### src/hdl/sha_pkg.sv
package sha_pkg;

  typedef struct packed {
    logic [7:0] byte_value;
    logic       carries_byte;
    logic       is_final;
  } in_item_t;

  typedef struct packed {
    logic [63:0] digest_part;
    logic [1:0]  part_index;
    logic        last_part;
  } out_item_t;

  // front-to-back block request
  typedef struct packed {
    logic [511:0] block;
    logic         final_blk;
  } blk_req_t;

  localparam int unsigned QDepth = 2;

  localparam logic [7:0] PadByte = 8'h80;
  localparam logic [5:0] LenPos  = 6'd56;
  localparam logic [6:0] NumRounds = 7'd64;

  localparam logic [255:0] InitH = {
    32'h6a09e667, 32'hbb67ae85, 32'h3c6ef372, 32'ha54ff53a,
    32'h510e527f, 32'h9b05688c, 32'h1f83d9ab, 32'h5be0cd19};

  function automatic logic [31:0] round_k(input logic [5:0] i);
    logic [31:0] k;
    unique case (i)
      6'd0: k = 32'h428a2f98; 6'd1: k = 32'h71374491; 6'd2: k = 32'hb5c0fbcf;
      6'd3: k = 32'he9b5dba5; 6'd4: k = 32'h3956c25b; 6'd5: k = 32'h59f111f1;
      6'd6: k = 32'h923f82a4; 6'd7: k = 32'hab1c5ed5; 6'd8: k = 32'hd807aa98;
      6'd9: k = 32'h12835b01; 6'd10: k = 32'h243185be; 6'd11: k = 32'h550c7dc3;
      6'd12: k = 32'h72be5d74; 6'd13: k = 32'h80deb1fe; 6'd14: k = 32'h9bdc06a7;
      6'd15: k = 32'hc19bf174; 6'd16: k = 32'he49b69c1; 6'd17: k = 32'hefbe4786;
      6'd18: k = 32'h0fc19dc6; 6'd19: k = 32'h240ca1cc; 6'd20: k = 32'h2de92c6f;
      6'd21: k = 32'h4a7484aa; 6'd22: k = 32'h5cb0a9dc; 6'd23: k = 32'h76f988da;
      6'd24: k = 32'h983e5152; 6'd25: k = 32'ha831c66d; 6'd26: k = 32'hb00327c8;
      6'd27: k = 32'hbf597fc7; 6'd28: k = 32'hc6e00bf3; 6'd29: k = 32'hd5a79147;
      6'd30: k = 32'h06ca6351; 6'd31: k = 32'h14292967; 6'd32: k = 32'h27b70a85;
      6'd33: k = 32'h2e1b2138; 6'd34: k = 32'h4d2c6dfc; 6'd35: k = 32'h53380d13;
      6'd36: k = 32'h650a7354; 6'd37: k = 32'h766a0abb; 6'd38: k = 32'h81c2c92e;
      6'd39: k = 32'h92722c85; 6'd40: k = 32'ha2bfe8a1; 6'd41: k = 32'ha81a664b;
      6'd42: k = 32'hc24b8b70; 6'd43: k = 32'hc76c51a3; 6'd44: k = 32'hd192e819;
      6'd45: k = 32'hd6990624; 6'd46: k = 32'hf40e3585; 6'd47: k = 32'h106aa070;
      6'd48: k = 32'h19a4c116; 6'd49: k = 32'h1e376c08; 6'd50: k = 32'h2748774c;
      6'd51: k = 32'h34b0bcb5; 6'd52: k = 32'h391c0cb3; 6'd53: k = 32'h4ed8aa4a;
      6'd54: k = 32'h5b9cca4f; 6'd55: k = 32'h682e6ff3; 6'd56: k = 32'h748f82ee;
      6'd57: k = 32'h78a5636f; 6'd58: k = 32'h84c87814; 6'd59: k = 32'h8cc70208;
      6'd60: k = 32'h90befffa; 6'd61: k = 32'ha4506ceb; 6'd62: k = 32'hbef9a3f7;
      default: k = 32'hc67178f2;
    endcase
    return k;
  endfunction

  function automatic logic [31:0] rotr(input logic [31:0] x, input int unsigned n);
    return (x >> n) | (x << (32 - n));
  endfunction

endpackage

### src/hdl/sha_front.sv
module sha_front (
  input  logic                clk_i,
  input  logic                rst_ni,
  input  logic                push_i,
  input  sha_pkg::in_item_t   item_i,
  output logic                full_o,
  output logic                req_valid_o,
  output sha_pkg::blk_req_t   req_o,
  input  logic                req_ready_i
);
  import sha_pkg::*;

  // 0: take items, 1: pad stream, 2: wait to hand off a full block
  localparam logic [1:0] StTake = 2'd0;
  localparam logic [1:0] StPad  = 2'd1;
  localparam logic [1:0] StSend = 2'd2;

  logic [1:0]   state_q, state_d;
  logic [5:0]   cnt_q, cnt_d;
  logic [63:0]  len_q, len_d, flen_q, flen_d;
  logic [511:0] blk_q, blk_d;
  logic         fin_q, fin_d;   // a final request is pending in padding
  logic         pad80_q, pad80_d; // 0x80 still to place
  logic         lenph_q, lenph_d; // placing length bytes
  logic         sfin_q, sfin_d;   // block being sent is the last one
  logic         put;
  logic [7:0]   pbyte;
  logic [8:0]   bitpos;

  assign full_o = (state_q != StTake);
  assign req_valid_o = (state_q == StSend);
  assign req_o.block = blk_q;
  assign req_o.final_blk = sfin_q;
  assign bitpos = 9'(10'd511 - {cnt_q, 3'b000});

  always_comb begin
    state_d = state_q; cnt_d = cnt_q; len_d = len_q; flen_d = flen_q;
    blk_d = blk_q; fin_d = fin_q; pad80_d = pad80_q; lenph_d = lenph_q;
    sfin_d = sfin_q; put = 1'b0; pbyte = 8'h00;
    unique case (state_q)
      StTake: begin
        if (push_i) begin
          if (item_i.carries_byte) begin
            put = 1'b1; pbyte = item_i.byte_value;
            len_d = len_q + 64'd8;
          end
          if (item_i.is_final) begin
            fin_d = 1'b1; pad80_d = 1'b1; lenph_d = 1'b0;
            flen_d = item_i.carries_byte ? len_q + 64'd8 : len_q;
            len_d = '0;
          end
        end
      end
      StPad: begin
        put = 1'b1;
        if (pad80_q) begin
          pbyte = PadByte; pad80_d = 1'b0;
          if (cnt_q == 6'(LenPos - 6'd1)) lenph_d = 1'b1;
        end else if (lenph_q) begin
          pbyte = flen_q[{~cnt_q[2:0], 3'b111} -: 8];
        end else begin
          pbyte = 8'h00;
          if (cnt_q == 6'(LenPos - 6'd1)) lenph_d = 1'b1;
        end
      end
      StSend: begin
        if (req_ready_i) begin
          state_d = fin_q ? StPad : StTake;
          if (sfin_q) begin
            state_d = StTake; fin_d = 1'b0; sfin_d = 1'b0;
          end
        end
      end
      default: state_d = StTake;
    endcase
    if (put) begin
      blk_d[bitpos -: 8] = pbyte;
      cnt_d = cnt_q + 6'd1;
      if (cnt_q == 6'd63) begin
        state_d = StSend;
        sfin_d = fin_d && lenph_d && !pad80_d && (state_q == StPad);
      end else if (state_q == StTake && fin_d) begin
        state_d = StPad;
      end
    end else if (state_q == StTake && fin_d) begin
      state_d = StPad;
    end
  end

  always_ff @(posedge clk_i or negedge rst_ni) begin
    if (!rst_ni) begin
      state_q <= StTake; cnt_q <= '0; len_q <= '0; fin_q <= 1'b0;
      pad80_q <= 1'b0; lenph_q <= 1'b0; sfin_q <= 1'b0;
    end else begin
      state_q <= state_d; cnt_q <= cnt_d; len_q <= len_d; fin_q <= fin_d;
      pad80_q <= pad80_d; lenph_q <= lenph_d; sfin_q <= sfin_d;
    end
  end

  always_ff @(posedge clk_i) begin
    blk_q <= blk_d;
    flen_q <= flen_d;
  end

endmodule

### src/hdl/sha_queue.sv
module sha_queue (
  input  logic              clk_i,
  input  logic              rst_ni,
  input  logic              wr_valid_i,
  input  sha_pkg::blk_req_t wr_data_i,
  output logic              wr_ready_o,
  output logic              rd_valid_o,
  output sha_pkg::blk_req_t rd_data_o,
  input  logic              rd_ready_i
);
  import sha_pkg::*;

  blk_req_t  mem_q [QDepth];
  logic      wp_q, rp_q;
  logic [1:0] cnt_q;
  logic      wr, rd;

  assign wr_ready_o = (cnt_q != 2'(QDepth));
  assign rd_valid_o = (cnt_q != 2'd0);
  assign rd_data_o  = mem_q[rp_q];
  assign wr = wr_valid_i && wr_ready_o;
  assign rd = rd_valid_o && rd_ready_i;

  always_ff @(posedge clk_i or negedge rst_ni) begin
    if (!rst_ni) begin
      wp_q <= 1'b0; rp_q <= 1'b0; cnt_q <= '0;
    end else begin
      if (wr) wp_q <= ~wp_q;
      if (rd) rp_q <= ~rp_q;
      cnt_q <= cnt_q + 2'(wr) - 2'(rd);
    end
  end

  always_ff @(posedge clk_i) begin
    if (wr) mem_q[wp_q] <= wr_data_i;
  end

endmodule

### src/hdl/sha_back.sv
module sha_back (
  input  logic              clk_i,
  input  logic              rst_ni,
  input  logic              req_valid_i,
  input  sha_pkg::blk_req_t req_i,
  output logic              req_ready_o,
  output logic              empty_o,
  input  logic              pop_i,
  output sha_pkg::out_item_t res_o
);
  import sha_pkg::*;

  localparam logic [1:0] StIdle = 2'd0;
  localparam logic [1:0] StRun  = 2'd1;
  localparam logic [1:0] StAdd  = 2'd2;
  localparam logic [1:0] StOut  = 2'd3;

  logic [1:0]   state_q;
  logic [5:0]   rnd_q;
  logic [1:0]   part_q;
  logic         fin_q;
  logic [255:0] h_q;
  logic [31:0]  v_q [8];
  logic [31:0]  w_q [16];
  logic [31:0]  wt, g0, g1, s0, s1, ch, mj, t1, t2;

  assign req_ready_o = (state_q == StIdle);
  assign empty_o = (state_q != StOut);
  assign res_o.digest_part = h_q[{~part_q, 6'h3f} -: 64];
  assign res_o.part_index = part_q;
  assign res_o.last_part = (part_q == 2'd3);

  always_comb begin
    g0 = rotr(w_q[1], 7) ^ rotr(w_q[1], 18) ^ (w_q[1] >> 3);
    g1 = rotr(w_q[14], 17) ^ rotr(w_q[14], 19) ^ (w_q[14] >> 10);
    wt = w_q[0];
    s1 = rotr(v_q[4], 6) ^ rotr(v_q[4], 11) ^ rotr(v_q[4], 25);
    ch = (v_q[4] & v_q[5]) ^ (~v_q[4] & v_q[6]);
    t1 = v_q[7] + s1 + ch + round_k(rnd_q) + wt;
    s0 = rotr(v_q[0], 2) ^ rotr(v_q[0], 13) ^ rotr(v_q[0], 22);
    mj = (v_q[0] & v_q[1]) ^ (v_q[0] & v_q[2]) ^ (v_q[1] & v_q[2]);
    t2 = s0 + mj;
  end

  always_ff @(posedge clk_i or negedge rst_ni) begin
    if (!rst_ni) begin
      state_q <= StIdle; rnd_q <= '0; part_q <= '0; fin_q <= 1'b0; h_q <= InitH;
    end else begin
      unique case (state_q)
        StIdle: if (req_valid_i) begin
          state_q <= StRun; rnd_q <= '0; fin_q <= req_i.final_blk;
        end
        StRun: begin
          rnd_q <= rnd_q + 6'd1;
          if (rnd_q == 6'(NumRounds - 7'd1)) state_q <= StAdd;
        end
        StAdd: begin
          for (int i = 0; i < 8; i++) h_q[255 - 32*i -: 32] <= h_q[255 - 32*i -: 32] + v_q[i];
          part_q <= '0;
          state_q <= fin_q ? StOut : StIdle;
        end
        StOut: if (pop_i) begin
          part_q <= part_q + 2'd1;
          if (part_q == 2'd3) begin
            state_q <= StIdle; h_q <= InitH;
          end
        end
        default: state_q <= StIdle;
      endcase
    end
  end

  // working variables and rolling schedule: w_q[0] is the word of this round
  always_ff @(posedge clk_i) begin
    if (state_q == StIdle && req_valid_i) begin
      for (int i = 0; i < 8; i++) v_q[i] <= h_q[255 - 32*i -: 32];
      for (int i = 0; i < 16; i++) w_q[i] <= req_i.block[511 - 32*i -: 32];
    end else if (state_q == StRun) begin
      v_q[7] <= v_q[6]; v_q[6] <= v_q[5]; v_q[5] <= v_q[4]; v_q[4] <= v_q[3] + t1;
      v_q[3] <= v_q[2]; v_q[2] <= v_q[1]; v_q[1] <= v_q[0]; v_q[0] <= t1 + t2;
      for (int i = 0; i < 15; i++) w_q[i] <= w_q[i+1];
      w_q[15] <= w_q[0] + g0 + w_q[9] + g1;
    end
  end

endmodule

### src/hdl/sha256_stream_hash.sv
// SHA-256 stream hasher.
// Input queue side: present a request on item_i and raise push; it is
// taken at a clock edge where push is high and full is low. Each request
// carries at most one message byte; is_final closes the message.
// Result queue side: while empty is low, res_o holds the oldest digest
// part; pop at such an edge takes it. Four parts follow each message,
// most significant first, the fourth flagged by last_part.
// Throughput: one byte per cycle while packing, stalling at block hand-off;
// each 64-byte block is then handed through a two-entry block queue to the
// round engine, which loads it, runs one round per cycle, then one final add.
// The packer stalls at each block hand-off and waits longer only when the
// queue is full. Padding after a final request runs one byte per cycle
// outside those hand-offs. The first part follows once the padding is packed
// and every remaining block has passed the round engine.
// Reset restores the initial hash and empties both sides. A stalled result
// side holds the round engine, which backs the queue and then the packer.
module sha256_stream_hash (
  input  logic                clk_i,
  input  logic                rst_ni,
  input  logic                push,
  input  sha_pkg::in_item_t   item_i,
  output logic                full,
  output logic                empty,
  input  logic                pop,
  output sha_pkg::out_item_t  res_o
);
  import sha_pkg::*;

  logic     f_valid, f_ready, b_valid, b_ready;
  blk_req_t f_req, b_req;

  sha_front u_front (
    .clk_i, .rst_ni, .push_i(push), .item_i, .full_o(full),
    .req_valid_o(f_valid), .req_o(f_req), .req_ready_i(f_ready));

  // hold completed blocks between packer and round engine
  sha_queue u_queue (
    .clk_i, .rst_ni, .wr_valid_i(f_valid), .wr_data_i(f_req), .wr_ready_o(f_ready),
    .rd_valid_o(b_valid), .rd_data_o(b_req), .rd_ready_i(b_ready));

  sha_back u_back (
    .clk_i, .rst_ni, .req_valid_i(b_valid), .req_i(b_req), .req_ready_o(b_ready),
    .empty_o(empty), .pop_i(pop), .res_o);

endmodule

### config.mk
export PLATFORM = sky130hd
export DESIGN_NAME = sha256_stream_hash
export DESIGN_NICKNAME = d
export VERILOG_FILES = /design/src/hdl/sha_pkg.sv /design/src/hdl/sha_front.sv /design/src/hdl/sha_queue.sv /design/src/hdl/sha_back.sv /design/src/hdl/sha256_stream_hash.sv
export SDC_FILE = /design/constraint.sdc
export NUM_CORES = 2
export LEC_CHECK = 0
export BUFFER_PORTS_ARGS = -buffer_cell sky130_fd_sc_hd__buf_4
export CAP_MARGIN = 0
export CORE_MARGIN = 2
export CORE_UTILIZATION = 45
export DETAILED_ROUTE_END_ITERATION = 10
export PLACE_DENSITY = 0.71
export SYNTH_ARGS = -nofsm -noshare
export SYNTH_HDL_FRONTEND = slang
export SYNTH_SLANG_ARGS = --single-unit
### constraint.sdc
create_clock -name clk_i -period 69.6 [get_ports clk_i]
set_input_delay 6.96 -clock clk_i [delete_from_list [all_inputs] [get_ports clk_i]]
set_output_delay 6.96 -clock clk_i [all_outputs]
set_load 0.05 [all_outputs]
== After elaboration in Yosys (flattened, before gate mapping) ==
Memory sizes are Yosys's and may differ from the RTL's.
Index checks and enable logic that the tools add are counted.
Widths: inputs -> output; s select.

* Flip-flop bits (word level): 923
* Memory bits (writable): 1794
* Bits in read-only memories: 2048
* Input bits: 14
* Output and inout bits: 69
* Word-level logic and storage cells: 223
* Memories kept: 4

{| class="wikitable"
|+ Memory list
! memory !! words !! width !! read ports !! clocked after memory_dff !! wr ports !! line !! source
|-
| (name not given) || 64 || 32 || 1 || 0 || 0 || sha_pkg.sv:33 || <nowiki>unique case (i)</nowiki>
|-
| u_queue.mem_q || 2 || 513 || 1 || 0 || 1 || sha_queue.sv:13 || <nowiki>blk_req_t mem_q [QDepth];</nowiki>
|-
| u_back.w_q || 16 || 32 || 16 || 0 || 16 || sha_back.sv:24 || <nowiki>logic [31:0] w_q [16];</nowiki>
|-
| u_back.v_q || 8 || 32 || 8 || 0 || 8 || sha_back.sv:23 || <nowiki>logic [31:0] v_q [8];</nowiki>
|}

* $add $sub $neg: 26
* Eq/ne operators: 15
* Shift operators: 4
* Multiplexer cells: 81
* Bitwise logic cells: 55
* Reductions and logical operators: 21

{| class="wikitable"
|+ Operators by type and width
! kind !! count
|-
| $mux 32 || 24
|-
| $add 32x32->32 || 18
|-
| $shift 8x11->519 const A || 1
|-
| $shiftx 8x11->519 || 1
|-
| $bwmux 512 || 1
|-
| $mux 256 || 2
|-
| $pmux 256 s2 || 1
|-
| $shiftx 319x9->64 || 1
|-
| $xor 32x32->32 || 9
|-
| $and 32x32->32 || 5
|-
| $mux 64 || 2
|-
| $shiftx 71x7->8 || 1
|-
| $add 64x4->64 const B || 1
|-
| $mux 8 || 4
|-
| $not 32->32 || 1
|-
| $or 10x32->32 || 1
|-
| $or 13x32->32 || 1
|-
| $or 14x32->32 || 1
|-
| $or 15x32->32 || 1
|-
| $or 19x32->32 || 1
|-
| $or 21x32->32 || 1
|-
| $or 25x32->32 || 1
|-
| $or 26x32->32 || 1
|-
| $or 30x32->32 || 1
|-
| other kinds (34) || 121
|}

== Longest topological paths before layout ==
* Depth in word-level cells: 10
* Mapped depth: 43
* Depth with buffers taken out: 41

== By module ==
From an unflattened synthesis, not the netlist that was laid out.

* Cells, all modules: 11343
* Area, all modules: 136149.3 um^2

{| class="wikitable"
|+ Modules (own cells, without submodules)
! module !! times used !! cells an instance !! area an instance (um^2) !! seq. area each (um^2)
|-
| sha_back || 1 || 7692 || 70776.6 || 29913.7
|-
| sha_queue || 1 || 1613 || 39232.6 || 30909.6
|-
| sha_front || 1 || 2038 || 26140.1 || 19033.3
|}

== Worst setup path after synthesis ==
No wires, ideal clock.

* Path type: register to register
* From: register u_front.state_q[0]
* To: memory u_queue.mem_q[0][0] in the netlist's numbering (enable)
* Library setup time: 1463 ps
* Arrival time: 23390 ps
* Data required time: 68137 ps
* Path slack: 44748 ps
* Cell stages (with the launch flop): 5
* Buffers on the path: 0
* Clock period less this slack: 24852 ps
* Cell sequence: dfrtp_1 inv_1 nand2_1 a21oi_1 nor2b_1

* Longest elaborated chain between the ends: 4

{| class="wikitable"
|+ RTL lines
! what !! line !! source
|-
| start, declared || sha_front.sv:18 || <nowiki>logic [1:0] state_q, state_d;</nowiki>
|-
| start signal, assigned || sha_front.sv:95 || <nowiki>state_q <= state_d; cnt_q <= cnt_d; len_q <= len_d; fin_q <= fin_d;</nowiki>
|-
| $eq 2x2->1 || sha_front.sv:31 || <nowiki>assign req_valid_o = (state_q == StSend);</nowiki>
|-
| $logic_and 1x1->1 || sha_queue.sv:21 || <nowiki>assign wr = wr_valid_i && wr_ready_o;</nowiki>
|-
| named net u_queue.wr || sha_queue.sv:16 || <nowiki>logic wr, rd;</nowiki>
|-
| $mux 1 || sha_queue.sv:35 || <nowiki>if (wr) mem_q[wp_q] <= wr_data_i;</nowiki>
|-
| $mux 1 (implied by the code) || sha_queue.sv:35 ||
|-
| end, declared || sha_queue.sv:13 ||
|}

The timed path passes the listed nets, and every way through them passes these cells.

==> impl_metrics.sql <==
INSERT INTO impl_metrics (metric_group, metric, value, unit) VALUES
('outcome', 'status', 'complete, no violations', ''),
('synth', 'synth_enable_flop_cells', '2367', ''),
('route', 'route.final.wire_length', '389', 'mm'),
('timing', 'max_clock_freq', '93.2', 'MHz'),
('global_routing', 'grt.total_usage', '0.258', ''),
('synth', 'synth_async_sr_flop_share', '0.127', ''),
('timing', 'max-slew-margin-rel', '0.125', ''),
('route', 'drt_drc_violations_left', '0', ''),
('synth', 'synth-seq-area-share', '0.607', ''),
('die', 'die_width', '545', 'um'),
('cells_and_area', 'num-nets-final', '11453', ''),
('global_routing', 'global_route_wire_length_before_repair', '571', 'mm'),
('synth', 'postSynth.topFlopCell', 'edfxtp_1', ''),
('setup_path', 'crit_required', '70.15', 'ns'),
('route', 'met1_length', '154', 'mm'),
('route', 'dr_total_vias', '87992', ''),
('cells_and_area', 'post_route_cells_drive_above_1_share', '0.0855', ''),
('clock_tree', 'cts_post_setup_buffers_inserted', '0', ''),
('timing', 'final_max_slew_violation_count', '0', ''),
('timing', 'finalSetupViolCount', '0', ''),
('cells_and_area', 'layout-area-overhead-vs-synth', '10.7', '%'),
('clock_tree', 'worst_skew_pair.late_latency', '0.90', 'ns'),
('route', 'drt_first_iter_violations', '10434', ''),
('clock_tree', 'htreeDepth', '5', ''),
('min_path', 'min_delay_path_depth', '0', ''),
('die', 'std_cell_rows', '198', ''),
('die', 'floorplan.core_area', '291000', 'sq um'),
('setup_path', 'worst-endpoint-arrival', '11.29', 'ns'),
('placed_design', 'buffer_ports.inserted', '82', ''),
('synth', 'ys.warnings.count', '0', ''),
('route', 'drt_pass1_iterations', '6', ''),
('route', 'detail_route.vias_per_cell', '5.88', ''),
('placed_design', 'dpl_cell_area', '136000', 'sq um'),
('setup_path', 'worst_r2r_endpoint', 'u_back.v_q[0][30]$_DFFE_PP_', ''),
('setup_path', 'worstReg2RegStart', 'u_back.rnd_q[1]$_DFFE_PN0P_', ''),
('die', 'floorplan.initialDensity', '0.452', ''),
('flow_run', 'drv_cap', '0', ''),
('setup_path', 'cpPeakStageDelay', '0.70', 'ns'),
('setup_path', 'timing.setup.critical_path_class', 'flop to flop', ''),
('min_path', 'holdCritStartpoint', 'u_front.blk_q[396]$_DFFE_PP_', ''),
('placed_design', 'post-place-cells', '14449', ''),
('route', 'post_drt_wl_per_cell', '26.0', 'um'),
('timing', 'shortest_period_the_worst_path_allows', '10.73', 'ns'),
('clock_tree', 'cts_hold_repair.buffers', '0', ''),
('synth', 'netlist_area_pre_place', '132000', 'sq um'),
('clock_tree', 'cts.clk_slew.worst_paths', '0.06', 'ns'),
('timing', 'final.period_utilization', '0.154', ''),
('cells_and_area', 'fillCellCount', '24639', ''),
('global_routing', 'grt_antenna_before_repair', '18', ''),
('cells_and_area', 'footprint_of_the_multi_input_gates', '48500', 'sq um'),
('timing', 'timing_worst_slew_pin_value', '1.31', 'ns'),
('clock_tree', 'clock_tree_buffer_depth', '4', ''),
('global_routing', 'grt_overflow_total', '0', ''),
('clock_tree', 'cts_inserted_buffers', '291', ''),
('route', 'routed-wl-met3', '31.5', 'mm'),
('clock_tree', 'post_cts_resized', '0', ''),
('die', 'die_area', '297000', 'sq um'),
('timing', 'grt_setup_unrepaired', 'false', ''),
('die', 'i_o_pins', '83', ''),
('setup_path', 'r2r_slack', '58.87', 'ns'),
('route', 'met2RoutedLength', '184', 'mm'),
('setup_path', 'worst_r2r_path_depth', '36', ''),
('clock_tree', 'clockRootBuffer', 'clkbuf_16', ''),
('cells_and_area', 'fin_area', '146000', 'sq um'),
('clock_tree', 'clkSinkCount', '2711', ''),
('route', 'topRoutingLayerUsed', 'met5', ''),
('synth', 'synth_nets', '11484', ''),
('global_routing', 'grt_pass1_vias', '87611', ''),
('synth', 'post_synth_num_cell_types', '105', ''),
('global_routing', 'maximum_number_of_pins_on_one_net_before_global_route_repair', '240', ''),
('setup_path', 'critical_path.n_buffers_inverters', '5', '');
## area by class of cell
| cell class | count | share of cell area |
|---|---|---|
| flip-flops and latches | 2711 | 0.548 |
| multi-input cells | 7257 | 0.333 |
| clock buffers | 375 | 0.0541 |
| well taps | 3900 | 0.0335 |
| repair buffers | 220 | 0.0121 |
| clock inverters | 140 | 0.00971 |
| inverters | 361 | 0.00935 |
| diodes | 8 | 0.000137 |
## layout by cell type, fill, tap and decap left out, types with 24 or more instances in the layout
cell type  synthesis  layout
edfxtp_1        2367    2367
nand2_1         1628    1622
o21ai_0          974     972
nor2_1           970     965
mux2i_1          530     530
a21oi_1          488     488
ha_1             402     402
xnor2_1          380     380
inv_1            357     354
clkbuf_16          0     298
xor2_1           251     251
buf_4              3     211
dfrtp_1          208     202
fa_1             195     195
a21o_1           179     179
dfstp_2          136     136
nand3_1          111     110
nor3_1            98      97
mux4_2            75      75
nand2b_1          77      73
clkbuf_1         498      64
a31oi_1           61      61
clkinv_1           4      60
a211oi_1          60      60
nor2b_1           62      59
o21a_1            58      58
o31ai_1           52      52
and3_1            50      50
o21bai_1          44      44
nand4_1           39      39
a22o_1            35      35
o211ai_1          35      35
and2_1            36      34
clkinv_2           0      34
mux2_2            31      31
bufinv_16          0      25
or3_1             24      24
## state kept, by name, summed over array words and instances, names as in the netlist, 6 cells and up
name            flops
u_back.rnd_q        6
u_back.v_q        256
u_front.len_q      61
u_front.flen_q     61
u_front.cnt_q       6
u_back.w_q        512
u_front.blk_q     512
u_back.h_q        256
u_queue.mem_q    1026
## worst max-delay path by stage
stage / startpoint / end / cells after the start / slack, ns
6_report: u_back.rnd_q[1]$_DFFE_PN0P_ / u_back.v_q[0][30]$_DFFE_PP_ / 36 / 58.87
5_1_grt: u_back.rnd_q[1]$_DFFE_PN0P_ / u_back.v_q[0][30]$_DFFE_PP_ / 36 / 58.26
4_1_cts: u_back.rnd_q[1]$_DFFE_PN0P_ / u_back.v_q[0][30]$_DFFE_PP_ / 36 / 58.97
3_5_place_dp: u_back.rnd_q[1]$_DFFE_PN0P_ / u_back.v_q[0][30]$_DFFE_PP_ / 36 / 59.01
3_3_place_gp: u_back.rnd_q[1]$_DFFE_PN0P_ / u_back.v_q[0][31]$_DFFE_PP_ / 38 / 58.93
2_1_floorplan: u_front.state_q[0]$_DFF_PN0_ / u_queue.mem_q[0][0]$_DFFE_PP_ / 4 / 44.75
## kinds of logic (layout without fill, tap and decap cells)
group | after synthesis | after routing | share of synthesized area
DFF | 2711 | 2711 | 0.607
xor gates and xnor gates | 631 | 631 | 0.0420
and+or+nand+nor | 3176 | 3176 | 0.101
adders and majority gates | 600 | 600 | 0.0681
muxes | 636 | 636 | 0.0558
AOI/OAI and AO/OA | 2214 | 2214 | 0.101
other | 0 | 8 | 0
buffers and inverters | 905 | 1096 | 0.0259
## layer usage
metal,GRT usage,up-vias
met1,0.339,43904
met3,0.0413,889
li1,-,39031
met2,0.422,4164
met5,0,-
met4,0.117,4
## cell usage after synthesis (208+ instances only)
cell / instances / share of area
a21oi_1: 488 / 0.019
clkbuf_1: 498 / 0.014
dfrtp_1: 208 / 0.040
edfxtp_1: 2367 / 0.54
ha_1: 402 / 0.038
inv_1: 357 / 0.010
mux2i_1: 530 / 0.040
nand2_1: 1628 / 0.046
nor2_1: 970 / 0.028
o21ai_0: 974 / 0.037
xnor2_1: 380 / 0.025
xor2_1: 251 / 0.017
## metrics by stage
step	hold WS (ns)	worst slack [ns]	utilization
floorplan	0.421	44.75	-
global placement	0.422	58.93	0.469
detailed placement	0.429	59.01	0.469
CTS	0.400	58.97	0.500
global route	0.408	58.26	0.500
finish	0.404	58.87	0.501
Power is left out: the tool's default activity adds up to more than one toggle a clock period on the data nets, which glitch-free logic cannot reach.
